--- src/sv/rrf_pkg.sv ---
`timescale 1ns / 1ps
// rrf_pkg: shared types and constants for the rotating register file core
// holds the item kinds, request/response structs and csr indexes; no dependencies

package rrf_pkg;

   // width of each configuration register
   localparam int CFG_W   = 5;
   localparam int CFG_MAX = (2 ** CFG_W) - 1;

   localparam int ADDR_W = 8;
   localparam int DATA_W = 32;

   typedef logic [CFG_W-1:0] cfg_word_type;

   // csr index width and register indexes
   localparam int CSR_IDX_W = 1;
   typedef logic [CSR_IDX_W-1:0] csr_index_type;

   localparam csr_index_type CSR_ACTIVE_SIZE    = 1'b0;
   localparam csr_index_type CSR_ROTATING_COUNT = 1'b1;

   // configuration reset values
   localparam cfg_word_type ACTIVE_SIZE_RESET    = 5'd4;
   localparam cfg_word_type ROTATING_COUNT_RESET = 5'd0;

   typedef enum logic [1:0] {
      KIND_READ  = 2'd0,
      KIND_WRITE = 2'd1,
      KIND_TICK  = 2'd2,
      KIND_CLEAR = 2'd3
   } kind_type;

   typedef struct packed {
      kind_type                kind;
      logic [ADDR_W-1:0]       address;
      logic [DATA_W-1:0]       write_data;
   } req_type;

   typedef struct packed {
      logic [DATA_W-1:0]       read_data;
      logic                    out_of_range;
   } rsp_type;

endpackage

--- src/sv/rotating_register_file_core.sv ---
`timescale 1ns / 1ps
// rotating_register_file_core: register file with a rotating low region
// depends on rrf_pkg for the item structs, kinds and csr indexes

// One item (read, write, next-iteration tick or clear) is taken in every
// cycle: busy is always low, so start alone decides when an item goes in.
// Each item gives exactly one result, shown on rsp_data with rsp_strobe
// high for a single cycle starting at the edge after the one that took the
// item.
// The latency is set by the input register and the registered read port
// of the word store; the receiver cannot stall and must take every result.
// Writes and ticks take effect for the very next item, with no hazard.
// The store comes out of reset (and out of a clear item) reading as zero at
// once: per-word valid bits are all cleared together, no clearing pass.
// The user must write configuration (active size, rotating count) through
// the csr port while no item is in flight; the block does not enforce it;
// a write leaving the offset at or above the new rotating count zeroes it.

module rotating_register_file_core #(
   parameter int MAX_REGS = 16
) (
   input  logic                   clock,
   input  logic                   reset,

   input  logic                   start,
   output logic                   busy,
   input  rrf_pkg::req_type       req_data,

   output logic                   rsp_strobe,
   output rrf_pkg::rsp_type       rsp_data,

   input  logic                   csr_write_enable,
   input  rrf_pkg::csr_index_type csr_index,
   input  rrf_pkg::cfg_word_type  csr_write_data
);

   // largest effective size: store depth, capped by what the csr can hold
   localparam int SIZE_CAP_INT = (MAX_REGS > rrf_pkg::CFG_MAX) ? rrf_pkg::CFG_MAX
                                                               : MAX_REGS;
   localparam rrf_pkg::cfg_word_type SIZE_CAP = rrf_pkg::cfg_word_type'(SIZE_CAP_INT);
   // offset is always below the effective count, or zero when that count is zero
   localparam int OFS_W = (SIZE_CAP_INT > 1) ? $clog2(SIZE_CAP_INT) : 1;
   localparam int IDX_W = $clog2(MAX_REGS);
   localparam int SUM_W = rrf_pkg::CFG_W + 1;

   // configuration and rotation state
   rrf_pkg::cfg_word_type active_size_ff, active_size_in;
   rrf_pkg::cfg_word_type rotating_count_ff, rotating_count_in;
   logic [OFS_W-1:0]      offset_ff, offset_in;

   // input register
   logic                  s1_valid_ff;
   rrf_pkg::req_type      s1_req_ff;

   // word store and its valid bits
   logic [rrf_pkg::DATA_W-1:0] store_mem [MAX_REGS];
   logic [MAX_REGS-1:0]        valid_ff, valid_in;

   // result register
   logic                       rsp_strobe_ff;
   logic                       rsp_err_ff;
   logic                       rsp_keep_ff;
   logic [rrf_pkg::DATA_W-1:0] rd_data_ff;

   // stage-one decode
   rrf_pkg::cfg_word_type eff_size;
   rrf_pkg::cfg_word_type eff_count;
   logic                  is_access;
   logic                  addr_err;
   logic                  in_rot;
   logic [SUM_W-1:0]      rot_sum;
   logic [SUM_W-1:0]      rot_pos;
   logic [IDX_W-1:0]      word_idx;
   logic                  do_write;
   logic                  do_read;
   rrf_pkg::cfg_word_type ofs_inc;
   logic [OFS_W-1:0]      tick_offset;

   // csr side: effective count of the values being written
   rrf_pkg::cfg_word_type new_count;

   function automatic rrf_pkg::cfg_word_type clamp_size(input rrf_pkg::cfg_word_type size);
      clamp_size = (size > SIZE_CAP) ? SIZE_CAP : size;
   endfunction

   function automatic rrf_pkg::cfg_word_type clamp_count(input rrf_pkg::cfg_word_type size,
                                                         input rrf_pkg::cfg_word_type count);
      rrf_pkg::cfg_word_type s;
      s = clamp_size(size);
      clamp_count = (count > s) ? s : count;
   endfunction

   // one item every cycle
   assign busy = 1'b0;

   // ------------------------------------------------------------------
   // configuration writes
   // ------------------------------------------------------------------
   always_comb begin
      active_size_in    = active_size_ff;
      rotating_count_in = rotating_count_ff;
      if (csr_write_enable) begin
         unique case (csr_index)
            rrf_pkg::CSR_ACTIVE_SIZE:    active_size_in    = csr_write_data;
            rrf_pkg::CSR_ROTATING_COUNT: rotating_count_in = csr_write_data;
            default: ;
         endcase
      end
      new_count = clamp_count(active_size_in, rotating_count_in);
   end

   // ------------------------------------------------------------------
   // stage one: address check, rotation map, offset update
   // ------------------------------------------------------------------
   always_comb begin
      eff_size  = clamp_size(active_size_ff);
      eff_count = clamp_count(active_size_ff, rotating_count_ff);

      is_access = (s1_req_ff.kind == rrf_pkg::KIND_READ) ||
                  (s1_req_ff.kind == rrf_pkg::KIND_WRITE);
      addr_err  = s1_req_ff.address >= rrf_pkg::ADDR_W'(eff_size);

      // address and offset are both below the count: one compare and subtract
      in_rot  = s1_req_ff.address < rrf_pkg::ADDR_W'(eff_count);
      rot_sum = SUM_W'(s1_req_ff.address[rrf_pkg::CFG_W-1:0]) + SUM_W'(offset_ff);
      if (rot_sum >= SUM_W'(eff_count)) begin
         rot_pos = rot_sum - SUM_W'(eff_count);
      end else begin
         rot_pos = rot_sum;
      end
      word_idx = in_rot ? IDX_W'(rot_pos) : IDX_W'(s1_req_ff.address);

      do_write = s1_valid_ff && (s1_req_ff.kind == rrf_pkg::KIND_WRITE) && !addr_err;
      do_read  = s1_valid_ff && (s1_req_ff.kind == rrf_pkg::KIND_READ) && !addr_err;

      // next-iteration tick wraps at the count, stays at zero with no rotation
      ofs_inc = rrf_pkg::cfg_word_type'(offset_ff) + rrf_pkg::cfg_word_type'(1);
      if ((eff_count == '0) || (ofs_inc >= eff_count)) begin
         tick_offset = '0;
      end else begin
         tick_offset = OFS_W'(ofs_inc);
      end
   end

   always_comb begin
      offset_in = offset_ff;
      valid_in  = valid_ff;
      priority if (csr_write_enable) begin
         // fold offset back if it no longer sits below the new count
         if (rrf_pkg::cfg_word_type'(offset_ff) >= new_count) begin
            offset_in = '0;
         end
      end else if (s1_valid_ff && (s1_req_ff.kind == rrf_pkg::KIND_TICK)) begin
         offset_in = tick_offset;
      end else if (s1_valid_ff && (s1_req_ff.kind == rrf_pkg::KIND_CLEAR)) begin
         offset_in = '0;
         valid_in  = '0;
      end else if (do_write) begin
         valid_in[word_idx] = 1'b1;
      end else begin
         offset_in = offset_ff;
      end
   end

   always_ff @(posedge clock) begin
      if (reset) begin
         active_size_ff    <= rrf_pkg::ACTIVE_SIZE_RESET;
         rotating_count_ff <= rrf_pkg::ROTATING_COUNT_RESET;
         offset_ff         <= '0;
         valid_ff          <= '0;
         s1_valid_ff       <= 1'b0;
         rsp_strobe_ff     <= 1'b0;
      end else begin
         active_size_ff    <= active_size_in;
         rotating_count_ff <= rotating_count_in;
         offset_ff         <= offset_in;
         valid_ff          <= valid_in;
         s1_valid_ff       <= start && !busy;
         rsp_strobe_ff     <= s1_valid_ff;
      end
   end

   // input payload register
   always_ff @(posedge clock) begin
      if (start && !busy) begin
         s1_req_ff <= req_data;
      end
   end

   // ------------------------------------------------------------------
   // word store: one write port, one registered read port
   // ------------------------------------------------------------------
   always_ff @(posedge clock) begin
      if (do_write) begin
         store_mem[word_idx] <= s1_req_ff.write_data;
      end
      rd_data_ff <= store_mem[word_idx];
   end

   // result flags; a word never written since reset or clear reads as zero
   always_ff @(posedge clock) begin
      rsp_err_ff  <= is_access && addr_err;
      rsp_keep_ff <= do_read && valid_ff[word_idx];
   end

   assign rsp_strobe             = rsp_strobe_ff;
   assign rsp_data.read_data     = rsp_keep_ff ? rd_data_ff : '0;
   assign rsp_data.out_of_range  = rsp_err_ff;

   // ------------------------------------------------------------------
   // checks
   // ------------------------------------------------------------------
   a_offset_below_count: assert property (@(posedge clock) disable iff (reset)
      (offset_ff == '0) || (rrf_pkg::cfg_word_type'(offset_ff) < eff_count))
      else $error("rotation offset not below effective count");

   a_error_reads_zero: assert property (@(posedge clock) disable iff (reset)
      (rsp_strobe && rsp_data.out_of_range) |-> (rsp_data.read_data == '0))
      else $error("out of range result carries read data");

   a_one_result_per_item: assert property (@(posedge clock) disable iff (reset)
      s1_valid_ff |=> rsp_strobe)
      else $error("item in stage one gave no result");

   a_clear_empties_store: assert property (@(posedge clock) disable iff (reset)
      (s1_valid_ff && (s1_req_ff.kind == rrf_pkg::KIND_CLEAR) && !csr_write_enable)
         |=> (valid_ff == '0) && (offset_ff == '0))
      else $error("clear item left words or offset behind");

endmodule
--- config.mk ---
export PLATFORM = sky130hd
export DESIGN_NAME = rotating_register_file_core
export DESIGN_NICKNAME = d
export VERILOG_FILES = /design/src/sv/rrf_pkg.sv /design/src/sv/rotating_register_file_core.sv
export SDC_FILE = /design/constraint.sdc
export NUM_CORES = 1
export LEC_CHECK = 0
export BUFFER_PORTS_ARGS = -buffer_cell sky130_fd_sc_hd__buf_4
export CAP_MARGIN = 40
export CORE_ASPECT_RATIO = 1.75
export CORE_UTILIZATION = 47
export DETAILED_ROUTE_END_ITERATION = 8
export GPL_TIMING_DRIVEN = 1
export PLACE_DENSITY = 0.66
export SYNTH_ARGS = -nofsm -noshare
export SYNTH_HDL_FRONTEND = slang
export SYNTH_SLANG_ARGS = --single-unit
export TNS_END_PERCENT = 100
--- constraint.sdc ---
create_clock -name clock -period 5.71 [get_ports clock]
set_input_delay 0.571 -clock clock [delete_from_list [all_inputs] [get_ports clock]]
set_output_delay 0.571 -clock clock [all_outputs]
set_load 0.01 [all_outputs]
---- Yosys cells after proc, flatten, opt, wreduce, memory -nomap -nowiden ----
Memory sizes are Yosys's and may differ from the RTL's. A register that Yosys moved wholly into a read port is not among the register bits.
Cells that the tools add are included.
operators by class
  $add $sub $neg .......................... 3
  order comparisons ....................... 11
  eq/ne operators ......................... 4
  muxes and demuxes ....................... 24
  bitwise gates (word level) .............. 3
  reductions and logical operators ........ 18
operators by type and width
  kind                 number
  $mux 5               8
  $mux 16              2
  $mux 32              1
  $mux 4               7
  $or 16x16->16        1
  $gt 5x5->1           2
  $gt 5x5->1 const B   2
  $logic_and 1x1->1    9
  $ge 8x5->1           1
  $lt 8x5->1           1
  $add 5x4->6          1
  $ge 6x5->1           1
  $add 4x1->5 const B  1
  $ge 4x5->1           1
  $ge 5x5->1           1
  $logic_not 5->1      1
  $lt 4x5->1 const B   1
  $bmux 1 s4           1
  $demux 1 s4          1
  $eq 2x2->1 const B   2
  $ge 4x1->1 const B   1
  $mux 1               4
  $sub 4x4->4          1
  $reduce_and 3->1     1
  other kinds (9)      11
storage, ports and cells
  bits in registers ....................... 76
  memory bits (writable) .................. 512
  output and inout port bits .............. 35
  logic and storage cells ................. 75
  memories ................................ 1
memories
  memory     words  bits a word  read ports  clocked after Yosys merged registers in  wr ports  RTL line                           text
  store_mem  16     32           1           1                                        1         rotating_register_file_core.sv:56  logic [rrf_pkg::DATA_W-1:0] store_mem [MAX_REGS];

---- Longest topological paths before layout ----
  depth in word-level cells ............... 14
  mapped depth ............................ 23
  gate-level depth less buffers ........... 22

---- Worst setup path after synthesis ----
Ideal clock, no wire load.
  kind .................................... reg-to-reg
  start ................................... register active_size_ff[4]
  end ..................................... memory store_mem[0][0] in the netlist's numbering, enable pin
  library setup time ...................... 0.421 ns
  arrival time ............................ 5.708 ns
  slack ................................... -0.419 ns
  cell stages (with the launch flop) ...... 19
  path buffers ............................ 2
  clock period less this slack ............ 6.129 ns
  cells stage by stage .................... dfxtp_1 > inv_1 > nand2_1 > ha_1 > and4_1 > a21o_1 > o21ai_1 > mux2_2 > ha_1 > fa_1 > a21bo_2 > a32oi_1 > nand3_1 > mux2i_1 > a21boi_1 > clkbuf_1 > buf_1 > nand3_1 > nor2_1
between the ends
  cells in the longest elaborated chain, start to end .. 7
RTL lines
  element                                           RTL line                                                                text
  start, declared                                   rotating_register_file_core.sv:47                                       rrf_pkg::cfg_word_type active_size_ff, active_size_in;
  start signal, assigned                            rotating_register_file_core.sv:167                                      active_size_ff <= rrf_pkg::ACTIVE_SIZE_RESET;
  start signal, assigned                            rotating_register_file_core.sv:174                                      active_size_ff <= active_size_in;
  $gt 5x5->1                                        rotating_register_file_core.sv:83                                       clamp_size = (size > SIZE_CAP) ? SIZE_CAP : size;
  $mux 5 *                                          rotating_register_file_core.sv:83
  $gt 5x5->1 / $ge 8x5->1 (equally long branches)   rotating_register_file_core.sv:90, rotating_register_file_core.sv:121
  $mux 5 / $logic_not 1->1 (equally long branches)  rotating_register_file_core.sv:90, rotating_register_file_core.sv:133
  $ge 6x5->1, or another cell as far along          rotating_register_file_core.sv:126                                      if (rot_sum >= SUM_W'(eff_count)) begin
  $mux 4 / $mux 1 (equally long branches)           rotating_register_file_core.sv:126, rotating_register_file_core.sv:194
  $mux 4 / $mux 1 (equally long branches)           rotating_register_file_core.sv:131, rotating_register_file_core.sv:195
  end, declared                                     rotating_register_file_core.sv:56
Every way passes the cells marked *; elsewhere a longest branch is shown, timed or not.

---- Final worst setup path ----
  start ................................... register active_size_ff[4]
  end ..................................... register rd_data_ff[18] in the netlist's numbering (read register of store_mem)
between the ends
  cells in the longest elaborated chain, start to end .. 7
RTL lines
  element                                           RTL line                                                                text
  $gt 5x5->1                                        rotating_register_file_core.sv:83
  $mux 5 *                                          rotating_register_file_core.sv:83
  $gt 5x5->1                                        rotating_register_file_core.sv:90                                       clamp_count = (count > s) ? s : count;
  $mux 5 *                                          rotating_register_file_core.sv:90
  $ge 6x5->1 / $sub 4x4->4 (equally long branches)  rotating_register_file_core.sv:126, rotating_register_file_core.sv:127
  $mux 4                                            rotating_register_file_core.sv:126
  $mux 4 *                                          rotating_register_file_core.sv:131                                      word_idx = in_rot ? IDX_W'(rot_pos) : IDX_W'(s1_req_ff.address);
  end, declared                                     rotating_register_file_core.sv:63                                       logic [rrf_pkg::DATA_W-1:0] rd_data_ff;
Marked as above.
A chain may end at the register's enable or synchronous reset.

==> results_dict.tcl <==
set metrics [dict create \
    drt-total-wl_um 64800 \
    die_w_um 179 \
    place_hpwl_um 35400 \
    hold_path.class "in2reg" \
    io_pins 87 \
    p_leak_nw 10.0 \
    synth_top_area_share_pct 64.3 \
    reg2reg_depth 19 \
    ir_worst_vdd_uv 226 \
    grt-ovfl-total 0 \
    cts_max_level 2 \
    drive_above_1_share_pct 19.1 \
    first_pass_iters 9 \
    fmax_ghz 0.187 \
    via_per_inst 6.07 \
    setup_viol 0 \
    dieHeight_um 312 \
    layout_worst_path_cycle_share_pct 93.8 \
    final_nets 1931 \
    port_buffers 85 \
    crit_end "rd_data_ff[18]" \
    routabilityCongestion 0.819 \
    fin_skew_ns 0.0206 \
    fillers 4356 \
    synth_nets 1854 \
    grt_pass1_vias 16000 \
    rows 113 \
    drc 16 \
    synth_edf_count 554 \
    p_per_area_nw_per_um2 335 \
    initial_core_util_pct 47.7 \
    crit_path_end_kind "flip-flop" \
    critPathLaunch "active_size_ff[4]" \
    r2r-start "active_size_ff[4]" \
    avgRoutedWirePerCell_um 25.2 \
    reg2reg_to "rd_data_ff[18]" \
    synth_cell_types 61 \
    cts_max_path_buffers 3 \
    grt_max_degree 133 \
    groute.usage.overall_pct 23.1 \
    arrival_ns 5.82 \
    synthCells 1762 \
    grt_pass1_wl_um 97800 \
    cap_viol_max_count 0 \
    path_clk_slew_ns 0.07 \
    violations "DRC" \
    tritoncts "done" \
    hold_ws_ns 0.118 \
    coreArea_um2 54300 \
    finalCriticalPeriod_ns 5.35 \
    ctsRootBufferMaster "clkbuf_16" \
    clk_latency_ns 0.63 \
    drtAntennaViolNets 0 \
    r2r_slack_ns 0.36 \
    ys_ff_latch 620 \
    yosysWarnings 0 \
    synth_area_um2 25900 \
    maxSlewViolCount 0 \
    cts_buffers 55 \
    crit_fanout 27 \
    yosysTopAreaCell "edfxtp_1" \
    die_area_um2 56100 \
    fin_util_pct 54.8 \
    yosys-top-cells-area "edfxtp_1 64%, o211ai_1 11%, dfxtp_1 5.1%" \
    synth_flop_cell "edfxtp_1" \
    critPathKind "reg2reg" \
    vias 15600 \
    status "finished with violations" \
    crit_required_ns 6.18 \
    synthArstFlopShare_pct 0 \
    finalHoldViolCount 0 \
    cts.hold.buffers_added 0 \
    antenna_found_initial 0 \
    syn_to_final_growth_pct 15.0 \
    synth.avg_cell_area_um2 14.7 \
    fin_tns_setup_ns 0 \
    finalPower_w 0.00998 \
    slew_headroom_pct 38.3 \
    cp-start-kind "flip-flop" \
    cts.sinks 620 \
    initialDrtViolationCount 1221 \
    tightest_slew_ns 0.923 \
    seq_area_frac_synth_pct 69.4 \
    grt_setup_unrepaired "no" \
]
## flip-flops by register name (all words and copies together) (netlist names)
name and cells:
rsp_strobe 1, rsp_keep_ff 1, rd_data_ff 32, rotating_count_ff 5
valid_ff 16, offset_ff 4, rsp_err_ff 1, active_size_ff 5
s1_req_ff 42, s1_valid_ff 1, store_mem 512
## where the power goes
part	switching, W	internal (W)
Clock	0.00169	0.00208
Combinational	0.000672	0.000362
Sequential	0.000114	0.00506
Total	0.00248	0.00750
## per-layer routing
| metal | part of all wire, % | track usage, % | wire length, µm |
|---|---|---|---|
| met5 | 0 | 0 | 0 |
| met4 | 3.8 | 9.64 | 2470 |
| met3 | 4.8 | 2.65 | 3120 |
| met2 | 52 | 41.5 | 33900 |
| met1 | 39 | 28.3 | 25400 |
## stage by stage
stage               cells  area, µm²  worst slack (ns)
floorplan            1762      25900            -0.419
CTS                  2573      29800             0.251
global placement     2470      27900             0.428
detailed placement   2472      27900             0.270
global route         2573      29800            0.0352
finish               2574      29800             0.356
## final cells by class
type	instances	area, µm²	area share (%)
well taps	690	863	2.90
repair buffers	144	1510	5.06
inverters	151	567	1.90
clock inverters	30	339	1.14
clock buffers	71	1520	5.09
flip-flops and latches	620	18000	60.3
diodes	1	2.50	0.00840
multi-input cells	867	7020	23.6
## cell usage in the layout (no fill, tap or decap), types with 4 or more instances in the layout
cell,instances
clkbuf_16,55
nor2_1,33
clkbuf_1,8
mux2_1,40
xnor2_1,4
a21oi_1,28
buf_12,34
edfxtp_1,554
mux2i_1,14
dfxtp_1,66
nor2b_1,11
a21o_1,10
mux2_2,93
nor2_4,17
clkbuf_8,8
nand4_1,35
nand3_1,9
and2_1,35
clkinv_2,10
o211ai_1,394
o21a_1,6
nand2b_1,10
bufinv_16,4
buf_4,110
nand2_1,19
inv_1,151
ha_1,38
clkinv_1,6
o21ai_0,11
## worst max-delay path: stages, from the launching register on
cell,delay (ns)
dfxtp_1,0.33
inv_1,0.16
nand2_1,0.13
ha_1,0.31
and4_1,0.25
a21o_1,0.26
o21ai_2,0.29
mux2i_1,0.36
inv_1,0.14
ha_1,0.31
and4_1,0.22
o2111a_1,0.14
a311o_1,0.40
or2_4,0.32
o21ai_4,0.37
buf_12,0.28
buf_12,0.20
mux2_2,0.35
o211ai_1,0.19
nand4_1,0.17
## Yosys cell counts (2+ instances only)
library cell	number
dfxtp_1	66
and4_1	2
buf_1	12
nor2_1	49
buf_4	9
nand4_1	35
a21o_1	10
nand2_1	20
and3_1	2
edfxtp_1	554
o21ai_0	11
nor4_1	3
a21bo_2	2
nor3_1	2
mux2_2	93
and2_1	36
nand3_1	9
fa_1	2
clkbuf_1	74
nor2_2	2
a221oi_1	2
ha_1	38
a2111oi_1	2
mux2i_1	14
a211oi_1	3
xnor2_1	4
nor3b_1	2
o21a_1	6
xor2_1	3
nor2b_1	13
a21oi_1	28
a32oi_1	3
mux2_1	40
o211ai_1	394
nand2b_1	10
o221ai_1	2
buf_2	29
inv_1	151
a2111oi_2	2
o2111a_1	2
## how the worst min path moves through the flow
stage,start,end,cells after the start
after floorplan,valid_ff[0],valid_ff[0],2
after global placement,valid_ff[5],valid_ff[5],2
after detailed placement,valid_ff[4],valid_ff[4],2
after CTS,req_data[17],s1_req_ff[17],1
after global routing,req_data[29],s1_req_ff[29],1
final,req_data[29],s1_req_ff[29],1
## timing repair
item                       4_1_cts  5_1_grt
setup endpoints to repair        0       85
buffers inserted                 0        0
gates resized for setup          0        2
## logic make-up after synthesis
| kind of cell | synth area share [%] |
|---|---|
| xor gates and xnor gates | 0.237 |
| AOI/OAI and AO/OA | 13.9 |
| and+or+nand+nor | 3.80 |
| DFF | 69.4 |
| adders and majority gates | 1.99 |
| muxes | 6.41 |
| other | 0.0145 |
| buffers and inverters | 4.26 |
Note: power is estimated with default switching activity, not from simulation.
